**config.mk**
```make
export PLATFORM = sky130hd
export DESIGN_NAME = vaun_div_cell
export DESIGN_NICKNAME = d
export VERILOG_FILES = /design/src/rtl/core/vaun_pkg.sv /design/src/rtl/core/vaun_div_cell.sv
export SDC_FILE = /design/constraint.sdc
export NUM_CORES = 1
export LEC_CHECK = 0
export ABC_CLOCK_PERIOD_IN_PS = 3350
export BUFFER_PORTS_ARGS = -buffer_cell sky130_fd_sc_hd__buf_2
export CAP_MARGIN = 20
export CORE_AREA = 2 2 332 334
export CTS_CLUSTER_DIAMETER = 80
export DETAILED_ROUTE_END_ITERATION = 16
export DIE_AREA = 0 0 334 336
export HOLD_SLACK_MARGIN = 0.03
export SLEW_MARGIN = 15
export SYNTH_ARGS = -nofsm -noshare
export SYNTH_HDL_FRONTEND = slang
export SYNTH_SLANG_ARGS = --single-unit
export TNS_END_PERCENT = 20
```
**constraint.sdc**
```tcl
create_clock -name clock -period 3.35 [get_ports clock]
set_input_delay 0 -clock clock [delete_from_list [all_inputs] [get_ports clock]]
set_output_delay 0 -clock clock [all_outputs]
set_load 0.01 [all_outputs]
```
**src/rtl/core/vaun_pkg.sv**
```systemverilog
`default_nettype none

package vaun_pkg;

   localparam int FRAC_BITS_DEF = 16;
   localparam int LANES         = 4;
   localparam int ROOT_BITS     = 32;
   localparam int QUO_BITS      = 33;

   localparam logic [2:0] ACT_ADD  = 3'd0;
   localparam logic [2:0] ACT_SUB  = 3'd1;
   localparam logic [2:0] ACT_ADDS = 3'd2;
   localparam logic [2:0] ACT_SUBS = 3'd3;
   localparam logic [2:0] ACT_MULS = 3'd4;
   localparam logic [2:0] ACT_DIVZ = 3'd5;
   localparam logic [2:0] ACT_DIVK = 3'd6;
   localparam logic [2:0] ACT_NORM = 3'd7;

   typedef struct packed {
      logic [2:0]         action;
      logic signed [31:0] a_x;
      logic signed [31:0] a_y;
      logic signed [31:0] a_z;
      logic signed [31:0] a_w;
      logic signed [31:0] b_x;
      logic signed [31:0] b_y;
      logic signed [31:0] b_z;
      logic signed [31:0] b_w;
      logic signed [31:0] scalar_in;
   } req_word_type;

   typedef struct packed {
      logic signed [31:0] r_x;
      logic signed [31:0] r_y;
      logic signed [31:0] r_z;
      logic signed [31:0] r_w;
      logic               zero_guard;
      logic               saturated;
   } rsp_word_type;

   typedef struct packed {
      logic [33:0] rem;
      logic [31:0] root;
      logic [63:0] rad;
   } sqrt_state_type;

   typedef struct packed {
      logic [32:0] rem;
      logic [32:0] low;
      logic [32:0] quo;
   } div_lane_type;

   typedef struct packed {
      div_lane_type [LANES-1:0] lane;
      logic [32:0]              dsr;
   } div_state_type;

   typedef struct packed {
      logic                       use_early;
      logic                       is_mul;
      logic                       is_norm;
      logic                       hi;
      logic                       guard;
      logic                       sat;
      logic [LANES-1:0]           neg;
      logic [LANES-1:0]           ovf;
      logic [LANES-1:0][31:0]     early_r;
      logic [LANES-1:0][31:0]     mag_a;
      logic [31:0]                mag_s;
   } side_type;

   function automatic logic [31:0] mag32(input logic [31:0] v);
      logic [31:0] n;
      n = 32'd0 - v;
      return v[31] ? n : v;
   endfunction

   // {clamped, value} for a 33-bit two's complement sum
   function automatic logic [32:0] clamp_sum(input logic [32:0] v);
      if (v[32] != v[31]) begin
         return v[32] ? {1'b1, 32'h8000_0000} : {1'b1, 32'h7FFF_FFFF};
      end
      return {1'b0, v[31:0]};
   endfunction

   // {clamped, value}: apply sign to a magnitude; big marks a magnitude past 33 bits
   function automatic logic [32:0] clamp_mag(input logic neg, input logic big,
                                             input logic [32:0] mag);
      logic [32:0] twos;
      twos = 33'd0 - mag;
      if (neg) begin
         if (big || mag > 33'h0_8000_0000) return {1'b1, 32'h8000_0000};
         return {1'b0, twos[31:0]};
      end
      if (big || mag > 33'h0_7FFF_FFFF) return {1'b1, 32'h7FFF_FFFF};
      return {1'b0, mag[31:0]};
   endfunction

endpackage

`default_nettype wire

```
**src/rtl/core/vaun_div_cell.sv**
```systemverilog
`default_nettype none

module vaun_div_cell import vaun_pkg::*; (
   input  logic          clock,
   input  div_state_type up_state,
   output div_state_type down_state
);

   div_state_type state_ff, state_in;
   logic [33:0]   rem_sh [LANES];
   logic [33:0]   diff   [LANES];

   // one quotient bit in each lane, shared divisor
   always_comb begin
      state_in.dsr = up_state.dsr;
      for (int i = 0; i < LANES; i++) begin
         rem_sh[i] = {up_state.lane[i].rem, up_state.lane[i].low[32]};
         diff[i]   = rem_sh[i] - {1'b0, up_state.dsr};
         state_in.lane[i].low = {up_state.lane[i].low[31:0], 1'b0};
         if (rem_sh[i] >= {1'b0, up_state.dsr}) begin
            state_in.lane[i].rem = diff[i][32:0];
            state_in.lane[i].quo = {up_state.lane[i].quo[31:0], 1'b1};
         end else begin
            state_in.lane[i].rem = rem_sh[i][32:0];
            state_in.lane[i].quo = {up_state.lane[i].quo[31:0], 1'b0};
         end
      end
   end

   always_ff @(posedge clock) begin
      state_ff <= state_in;
   end

   assign down_state = state_ff;

endmodule

`default_nettype wire

```
==> results.tsv <==
stage	metric	value	unit
logic_synthesis	Mapped Avg Cell Area	9.81	um2
die	Core Box Area	108000	um2
global_routing	GRT Util Overall	20.7	%
finish	max reg flops	425	
sta	Worst slew margin	60.1	%
logic_synthesis	Post-synth EDFFs	0	
place	number of I/O port buffers	850	
hold_path	hold crit path type	in2reg	
sta	Final period util	98.1	%
drt	wire per inst	25.2	um
sta	setup TNS	0	ns
sta	RSZ-0062 raised after global routing	true	
power_and_ir_drop	static leakage	14.9	nW
critical_path	Setup crit end kind	flop	
logic_synthesis	Post-synth top flop	dfxtp_1	
logic_synthesis	synthesized flop and latch total	425	
finish	Final Net Count	3908	
die	Initial Utilization	15.8	%
finish	P&R area growth vs syn	89.4	%
power_and_ir_drop	pwr/cell area	507	nW/um2
global_routing	total gr overflow	0	
critical_path	Crit Path Category	in2reg	
cts	CTS tree	done	
critical_path	critical path data required time	3.93	ns
critical_path	crit path DAT	3.86	ns
power_and_ir_drop	VDD IR-drop max	0.389	mV
die	die span in y	336	um
job	max-cap violations	0	
drt	DR DRC count	0	
global_routing	initial antenna violation count	103	
cts	Max Root-Sink Buffers	3	
global_routing	global-route wire length before repair	160	mm
critical_path	crit-path max FO	17	
run_status	outcome	completed	
die	Std-Cell Rows	121	
die	DIE AREA	112000	um2
critical_path	CP Launch Type	input port	
drt	drt via density	4.17	
logic_synthesis	Synth cell types	77	
logic_synthesis	fraction of registers with async set or reset after synthesis	0	%
drt	Total Wirelength	122	mm
place	hpwl dp	103	mm
cts	H-tree Lvls	2	
die	io pins	859	
sta	worst-margin pin slew	0.584	ns
cts	CTS root buffer	clkbuf_16	
logic_synthesis	Post-Syn Area	17100	um2
cts	Num CTS Buffers	58	
logic_synthesis	Yosys warning count	0	
cts	Clock Sinks	425	
sta	Hold Fails Final Rpt	0	
drt	DR iter-0 viols	963	
finish	fraction of layout cells with a size suffix above 1	32.1	%
drt	Final ANT Viol Nets	0	
global_routing	vias in the first global route	20600	
die	die width	334	um
global_routing	largest net degree at the start of global routing	42	
sta	crit path time final	3.28	ns
cts	CTS clock-pin slew for the worst setup and hold paths	0.06	ns
power_and_ir_drop	post-layout power	0.0164	W
place	gpl congestion	0.927	
sta	pins over their slew limit	0	
logic_synthesis	register area share after synthesis	49.7	%
sta	endpoints failing setup	0	
drt	DR pass1 iterations	5	
drt	via count	20200	
logic_synthesis	Synth Instances	1743	
sta	maximum clock rate	304	MHz
[power breakdown]
| part | internal (W) | switching (W) |
|---|---|---|
| registers | 0.00560 | 0.000200 |
| logic | 0.00195 | 0.00236 |
| clock network | 0.00371 | 0.00263 |
| total | 0.0113 | 0.00518 |
[final cells by class]
cell class | instances | area, um2
well taps | 1414 | 1770
diodes | 36 | 90.1
flip-flops and latches | 425 | 8510
fillers | 11500 | 76000
repair buffers | 1601 | 11700
inverters | 68 | 265
multi-input cells | 1188 | 8150
clock buffers | 80 | 1660
clock inverters | 29 | 307
[metrics by stage]
step                      cells  hold WS [ns]  setup WS, ns  util (%)  cell area, um2
after floorplan            1746        0.0277         0.751         -           17100
after global placement     4017         0.102         0.124      21.6           23400
after detailed placement   4017         0.104         0.152      21.6           23400
after CTS                  4790        0.0301        0.0173      29.6           32100
after global routing       4831        0.0310       -0.0194      29.9           32400
final                      4841        0.0608        0.0651      29.9           32400
[final timing paths]
path / from / endpoint / slack (ns) / cells past startpoint
setup / recovery: up_state[1] / down_state[396] / 0.07 / 17
hold / removal: up_state[370] / down_state[371] / 0.06 / 2
[cells by family after synthesis]
logic type               count (synthesis)  share of synthesized area, %
AO/OA/AOI/OAI                          527                          19.5
XOR/XNOR                               114                          5.84
adder cells (fa/ha/maj)                136                          10.1
buffers and inverters                  133                          3.22
flip-flops                             425                          49.7
multiplexers                            16                          1.04
other                                    1                        0.0219
AND/OR/NAND/NOR                        391                          10.5
[cell usage in the layout, fill, tap and decap left out, types with 10 or more instances in the layout]
| cell | count |
|---|---|
| o21bai_1 | 19 |
| nand4_1 | 32 |
| o21ai_1 | 10 |
| o21a_1 | 17 |
| xor2_1 | 49 |
| clkbuf_8 | 10 |
| nor2b_1 | 11 |
| clkinvlp_4 | 13 |
| and3_1 | 17 |
| mux2_2 | 14 |
| dlygate4sd3_1 | 664 |
| buf_2 | 849 |
| nand2_1 | 189 |
| clkbuf_16 | 61 |
| nand3_1 | 20 |
| o21ai_0 | 169 |
| diode_2 | 36 |
| dfxtp_1 | 425 |
| clkbuf_1 | 11 |
| xnor2_1 | 65 |
| nor2_1 | 61 |
| a21o_1 | 71 |
| nand2b_1 | 14 |
| nor3_1 | 11 |
| a21oi_1 | 123 |
| o31ai_1 | 15 |
| a211oi_1 | 16 |
| ha_1 | 129 |
| buf_4 | 79 |
| inv_1 | 65 |
| a31oi_1 | 19 |
[timing repair]
action                                 CTS  global route
setup endpoints to repair                0            32
endpoints found under the hold margin  424             0
resized for setup                        0            26
buffers inserted                         0            13
hold buffers                           664             0
[cell usage after synthesis (32+ instances only)]
master,n,area share (%)
a21o_1,71,3.1
a21oi_1,126,3.7
clkbuf_1,42,0.92
dfxtp_1,425,50
ha_1,132,9.7
inv_1,67,1.5
nand2_1,190,4.2
nand4_1,32,1.2
nor2_1,64,1.4
o21ai_0,169,4.9
xnor2_1,65,3.3
xor2_1,49,2.5
[worst max-delay path, stage by stage]
cell and delay [ns]:
dlygate4sd3_1 0.52, buf_2 0.14, clkinvlp_4 0.10, buf_12 0.15, fa_1 0.47, a21o_1 0.19, and4_1 0.24, o2111ai_1 0.20
buf_4 0.17, nand4_1 0.12, nand2_2 0.15, o311ai_4 0.12, a21oi_4 0.32, buf_12 0.20, nand2_1 0.07, dlygate4sd3_1 0.57
o21ai_0 0.11
[routing by layer]
layer  GRT usage [%]  share of wire, %
met1            19.1                32
met2            40.3                53
met4            8.71               5.1
met3            7.81               9.1
met5          0.0426              0.24
(Power assumes the default switching activity.)
