`config.mk`:
```
export PLATFORM = sky130hd
export DESIGN_NAME = vaun_sqrt_cell
export DESIGN_NICKNAME = d
export VERILOG_FILES = /design/src/rtl/core/vaun_pkg.sv /design/src/rtl/core/vaun_sqrt_cell.sv
export SDC_FILE = /design/constraint.sdc
export NUM_CORES = 1
export LEC_CHECK = 0
export CAP_MARGIN = 10
export CELL_PAD_IN_SITES_DETAIL_PLACEMENT = 1
export CELL_PAD_IN_SITES_GLOBAL_PLACEMENT = 2
export CORE_ASPECT_RATIO = 1.2
export CORE_MARGIN = 5
export CORE_UTILIZATION = 30
export DETAILED_ROUTE_END_ITERATION = 8
export DONT_BUFFER_PORTS = 1
export GPL_TIMING_DRIVEN = 0
export HOLD_SLACK_MARGIN = 0.03
export PLACE_DENSITY = 0.7
export SLEW_MARGIN = 10
export SYNTH_ARGS = -nofsm -noshare
export SYNTH_HDL_FRONTEND = slang
export SYNTH_SLANG_ARGS = --single-unit
```
`constraint.sdc`:
```
create_clock -name clock -period 8.04 [get_ports clock]
set_clock_uncertainty 0.05 [all_clocks]
set_input_delay 1.608 -clock clock [delete_from_list [all_inputs] [get_ports clock]]
set_output_delay 1.608 -clock clock [all_outputs]
set_load 0.1 [all_outputs]
```
`src/rtl/core/vaun_pkg.sv`:
```
`default_nettype none

package vaun_pkg;

   localparam int FRAC_BITS_DEF = 16;
   localparam int LANES         = 4;
   localparam int ROOT_BITS     = 32;
   localparam int QUO_BITS      = 33;

   localparam logic [2:0] ACT_ADD  = 3'd0;
   localparam logic [2:0] ACT_SUB  = 3'd1;
   localparam logic [2:0] ACT_ADDS = 3'd2;
   localparam logic [2:0] ACT_SUBS = 3'd3;
   localparam logic [2:0] ACT_MULS = 3'd4;
   localparam logic [2:0] ACT_DIVZ = 3'd5;
   localparam logic [2:0] ACT_DIVK = 3'd6;
   localparam logic [2:0] ACT_NORM = 3'd7;

   typedef struct packed {
      logic [2:0]         action;
      logic signed [31:0] a_x;
      logic signed [31:0] a_y;
      logic signed [31:0] a_z;
      logic signed [31:0] a_w;
      logic signed [31:0] b_x;
      logic signed [31:0] b_y;
      logic signed [31:0] b_z;
      logic signed [31:0] b_w;
      logic signed [31:0] scalar_in;
   } req_word_type;

   typedef struct packed {
      logic signed [31:0] r_x;
      logic signed [31:0] r_y;
      logic signed [31:0] r_z;
      logic signed [31:0] r_w;
      logic               zero_guard;
      logic               saturated;
   } rsp_word_type;

   typedef struct packed {
      logic [33:0] rem;
      logic [31:0] root;
      logic [63:0] rad;
   } sqrt_state_type;

   typedef struct packed {
      logic [32:0] rem;
      logic [32:0] low;
      logic [32:0] quo;
   } div_lane_type;

   typedef struct packed {
      div_lane_type [LANES-1:0] lane;
      logic [32:0]              dsr;
   } div_state_type;

   typedef struct packed {
      logic                       use_early;
      logic                       is_mul;
      logic                       is_norm;
      logic                       hi;
      logic                       guard;
      logic                       sat;
      logic [LANES-1:0]           neg;
      logic [LANES-1:0]           ovf;
      logic [LANES-1:0][31:0]     early_r;
      logic [LANES-1:0][31:0]     mag_a;
      logic [31:0]                mag_s;
   } side_type;

   function automatic logic [31:0] mag32(input logic [31:0] v);
      logic [31:0] n;
      n = 32'd0 - v;
      return v[31] ? n : v;
   endfunction

   // {clamped, value} for a 33-bit two's complement sum
   function automatic logic [32:0] clamp_sum(input logic [32:0] v);
      if (v[32] != v[31]) begin
         return v[32] ? {1'b1, 32'h8000_0000} : {1'b1, 32'h7FFF_FFFF};
      end
      return {1'b0, v[31:0]};
   endfunction

   // {clamped, value}: apply sign to a magnitude; big marks a magnitude past 33 bits
   function automatic logic [32:0] clamp_mag(input logic neg, input logic big,
                                             input logic [32:0] mag);
      logic [32:0] twos;
      twos = 33'd0 - mag;
      if (neg) begin
         if (big || mag > 33'h0_8000_0000) return {1'b1, 32'h8000_0000};
         return {1'b0, twos[31:0]};
      end
      if (big || mag > 33'h0_7FFF_FFFF) return {1'b1, 32'h7FFF_FFFF};
      return {1'b0, mag[31:0]};
   endfunction

endpackage

`default_nettype wire

```
`src/rtl/core/vaun_sqrt_cell.sv`:
```
`default_nettype none

module vaun_sqrt_cell import vaun_pkg::*; (
   input  logic           clock,
   input  sqrt_state_type up_state,
   output sqrt_state_type down_state
);

   sqrt_state_type state_ff, state_in;
   logic [35:0]    rem_sh, trial, diff;

   // one root bit: bring down two radicand bits, try 4r+1
   always_comb begin
      rem_sh       = {up_state.rem, up_state.rad[63:62]};
      trial        = {2'b00, up_state.root, 2'b01};
      diff         = rem_sh - trial;
      state_in.rad = {up_state.rad[61:0], 2'b00};
      if (rem_sh >= trial) begin
         state_in.rem  = diff[33:0];
         state_in.root = {up_state.root[30:0], 1'b1};
      end else begin
         state_in.rem  = rem_sh[33:0];
         state_in.root = {up_state.root[30:0], 1'b0};
      end
   end

   always_ff @(posedge clock) begin
      state_ff <= state_in;
   end

   assign down_state = state_ff;

endmodule

`default_nettype wire

```
==> impl_metrics.csv <==
group,metric,value,unit
place,dpl.hpwl,13.2,mm
yosys,synth-seq-area-share,50.9,%
detailed_routing,via_per_inst,4.88,
detailed_routing,wire_per_inst,21.3,µm
layout,fillers,1942,
layout,largest_register_ffs,128,
clocking,hold_buffers,0,
sta,hold_viol_final,0,
sta,layout_min_cycle_time,3.83,ns
yosys,synth-main-ff-cell,"dfxtp_1",
yosys,synth.avg_cell_area,9.93,µm²
global_routing,grt_use_total,16.2,%
setup_path,crit_path_start_kind,"input pin",
sta,slew_violations,0,
clocking,postCtsSetupRepairBufs,0,
die,fp-row-count,52,
clocking,clk_pin_slew,0.06,ns
clocking,root_buffer,"clkbuf_16",
detailed_routing,antenna_left,0,
detailed_routing,drc,0,
hold_path,min_path_type,"in2reg",
place,routabilityCongestion,0.814,
clocking,cts_buffers,17,
layout,seq_area,2560,µm²
power,p_leak,2.60,nW
sta,max_freq,261,MHz
clocking,clock_path_buffers,2,
die,die_area,19500,µm²
clocking,cts_sinks,128,
clocking,htreeDepth,4,
setup_path,crit_arrival,4.11,ns
yosys,synth_edf_count,0,
sta,maxSlewHeadroom,28.0,%
detailed_routing,drt-initial-drc-count,82,
global_routing,grt_max_degree,17,
die,ioPinCount,261,
global_routing,grt_pass1_wl,24.1,mm
die,die_h,152,µm
setup_path,endpoint_kind,"flip-flop",
yosys,synth-seq-cells,128,
yosys,ys_types,62,
layout,drive_above_1_share,12.2,%
layout,fin_nets,692,
global_routing,antenna_found_initial,2,
detailed_routing,drt_pre_antenna_iters,4,
global_routing,grt_pass1_vias,4129,
setup_path,path_class,"in2reg",
setup_path,cp_max_fo,10,
yosys,yosys_warnings,0,
status,status,"complete, no violations",
power,irDropWorstVdd,0.130,mV
yosys,synth_area,5030,µm²
sta,fin_crit_sh,47.7,%
clocking,cts_tree,"built",
detailed_routing,drt_wl_total,16.1,mm
sta,rsz0062_at_grt,"false",
place,portBuffers,0,
layout,diodes,0,
power,p_total,2.16,mW
die,initial_core_util,30.2,%
yosys,async_flop_share,0,%
layout,multi_input_area,2220,µm²
setup_path,cp.required,8.32,ns
clocking,cts_resized,0,
global_routing,grt_overflow,0,
die,core_area,16700,µm²
sta,fin_tns_setup,0,ns
layout,area_growth,17.1,%
die,die_w,128,µm
power,powerDensity,366,nW/µm²
detailed_routing,dr_total_vias,3688,
sta,tightest_slew,1.08,ns
sta,setup_violations,0,
yosys,synthCells,507,
run,maxCapViolations,0,
## final timing paths
check / start / to / depth (start not counted)
setup / recovery: up_state[71] / down_state[97] / 11
hold / removal: up_state[34] / down_state[36] / 0
## metal layers
layer / part of all wire [%] / vias up / track usage [%] / routed length, µm
met5: 0.050 / - / 0 / 8
li1: - / 1782 / - / -
met2: 53 / 174 / 29.9 / 8540
met3: 11 / 14 / 8.32 / 1810
met4: 1.2 / 2 / 4.60 / 197
met1: 34 / 1716 / 15.4 / 5520
## Yosys cell counts (all sizes together), types with 2 or more instances
cell | number | area (µm²)
xor2 | 13 | 114
buf | 9 | 56.3
a211oi | 2 | 27.5
and3 | 5 | 35.0
ha | 34 | 425
nor2 | 18 | 67.6
clkbuf | 7 | 38.8
a21o | 20 | 151
mux2i | 4 | 40.0
nand4 | 7 | 50.1
xnor2 | 14 | 123
a21oi | 28 | 140
inv | 42 | 158
nand2 | 58 | 218
o31ai | 5 | 42.5
a31oi | 5 | 46.3
o31a | 2 | 17.5
nand2b | 5 | 31.3
o211ai | 3 | 27.5
o41ai | 3 | 48.8
a21boi | 2 | 15.0
dfxtp | 128 | 2560
nand3 | 6 | 30.0
o21a | 3 | 22.5
o221ai | 2 | 17.5
a31o | 2 | 17.5
and2 | 5 | 33.8
o21ai | 46 | 234
nor3 | 10 | 50.1
## per-stage QoR
step | std cells | worst slack (ns) | utilization (%) | instance area [µm²] | hold slack, ns
floorplan | 508 | 4.26 | - | 5040 | 1.59
global placement | 724 | 3.68 | 31.9 | 5310 | 1.59
detailed placement | 724 | 3.72 | 31.9 | 5310 | 1.59
CTS | 756 | 4.14 | 35.4 | 5890 | 1.14
global route | 756 | 3.98 | 35.4 | 5890 | 1.13
finish | 756 | 4.21 | 35.4 | 5890 | 1.16
## cell type report
cell class / count / share of cell area [%]
Clock inverter: 14 / 2.46
Buffer: 16 / 1.61
Tap cell: 216 / 4.59
Multi-Input combinational cell: 321 / 37.6
Clock buffer: 18 / 7.45
Inverter: 43 / 2.76
Sequential cell: 128 / 43.5
## critical path: stages
cell and delay (ns):
inv_1 0.02, ha_1 0.27, buf_2 0.17, a21o_1 0.23
o41ai_2 0.38, o211ai_1 0.28, a211oi_1 0.30, o21a_1 0.17
buf_6 0.15, buf_2 0.26, mux2i_1 0.26
## cells in the final DEF (no fill, tap or decap), types with 3 or more instances in the layout
cell type / Yosys / routed
buf_2: 6 / 6
and3_2: 3 / 3
and2_1: 3 / 3
clkbuf_16: 0 / 17
clkbuf_1: 4 / 4
ha_1: 34 / 34
mux2i_1: 4 / 4
nor2_1: 18 / 18
xnor2_1: 14 / 14
a21o_1: 19 / 19
nor3_1: 10 / 10
o21ai_1: 4 / 4
dfxtp_1: 128 / 128
o41ai_2: 3 / 3
nand2b_1: 5 / 5
clkinvlp_4: 0 / 3
a21oi_1: 28 / 28
xor2_1: 13 / 13
nand2_1: 58 / 58
o21ai_0: 41 / 41
o31ai_1: 4 / 4
a31oi_1: 4 / 4
inv_1: 42 / 42
nand3_1: 6 / 6
nand4_1: 6 / 6
o21a_1: 3 / 3
inv_6: 0 / 6
## logic make-up (layout without fill, tap and decap cells)
kind of cell / count (synthesis) / after routing / synth area share (%)
compound gates: 133 / 133 / 18.5
xor+xnor: 27 / 27 / 4.70
fa+ha+maj: 34 / 34 / 8.45
buf+inv: 59 / 91 / 5.12
flops: 128 / 128 / 50.9
mux: 5 / 5 / 1.09
other cells: 1 / 2 / 0.0745
simple gates: 120 / 120 / 11.1
## power by group
part / internal [mW] / switching [mW]
logic: 0.0852 / 0.127
registers: 0.699 / 0.491
clock network: 0.444 / 0.312
total: 1.23 / 0.930
Power figures use the tool's default switching activity.
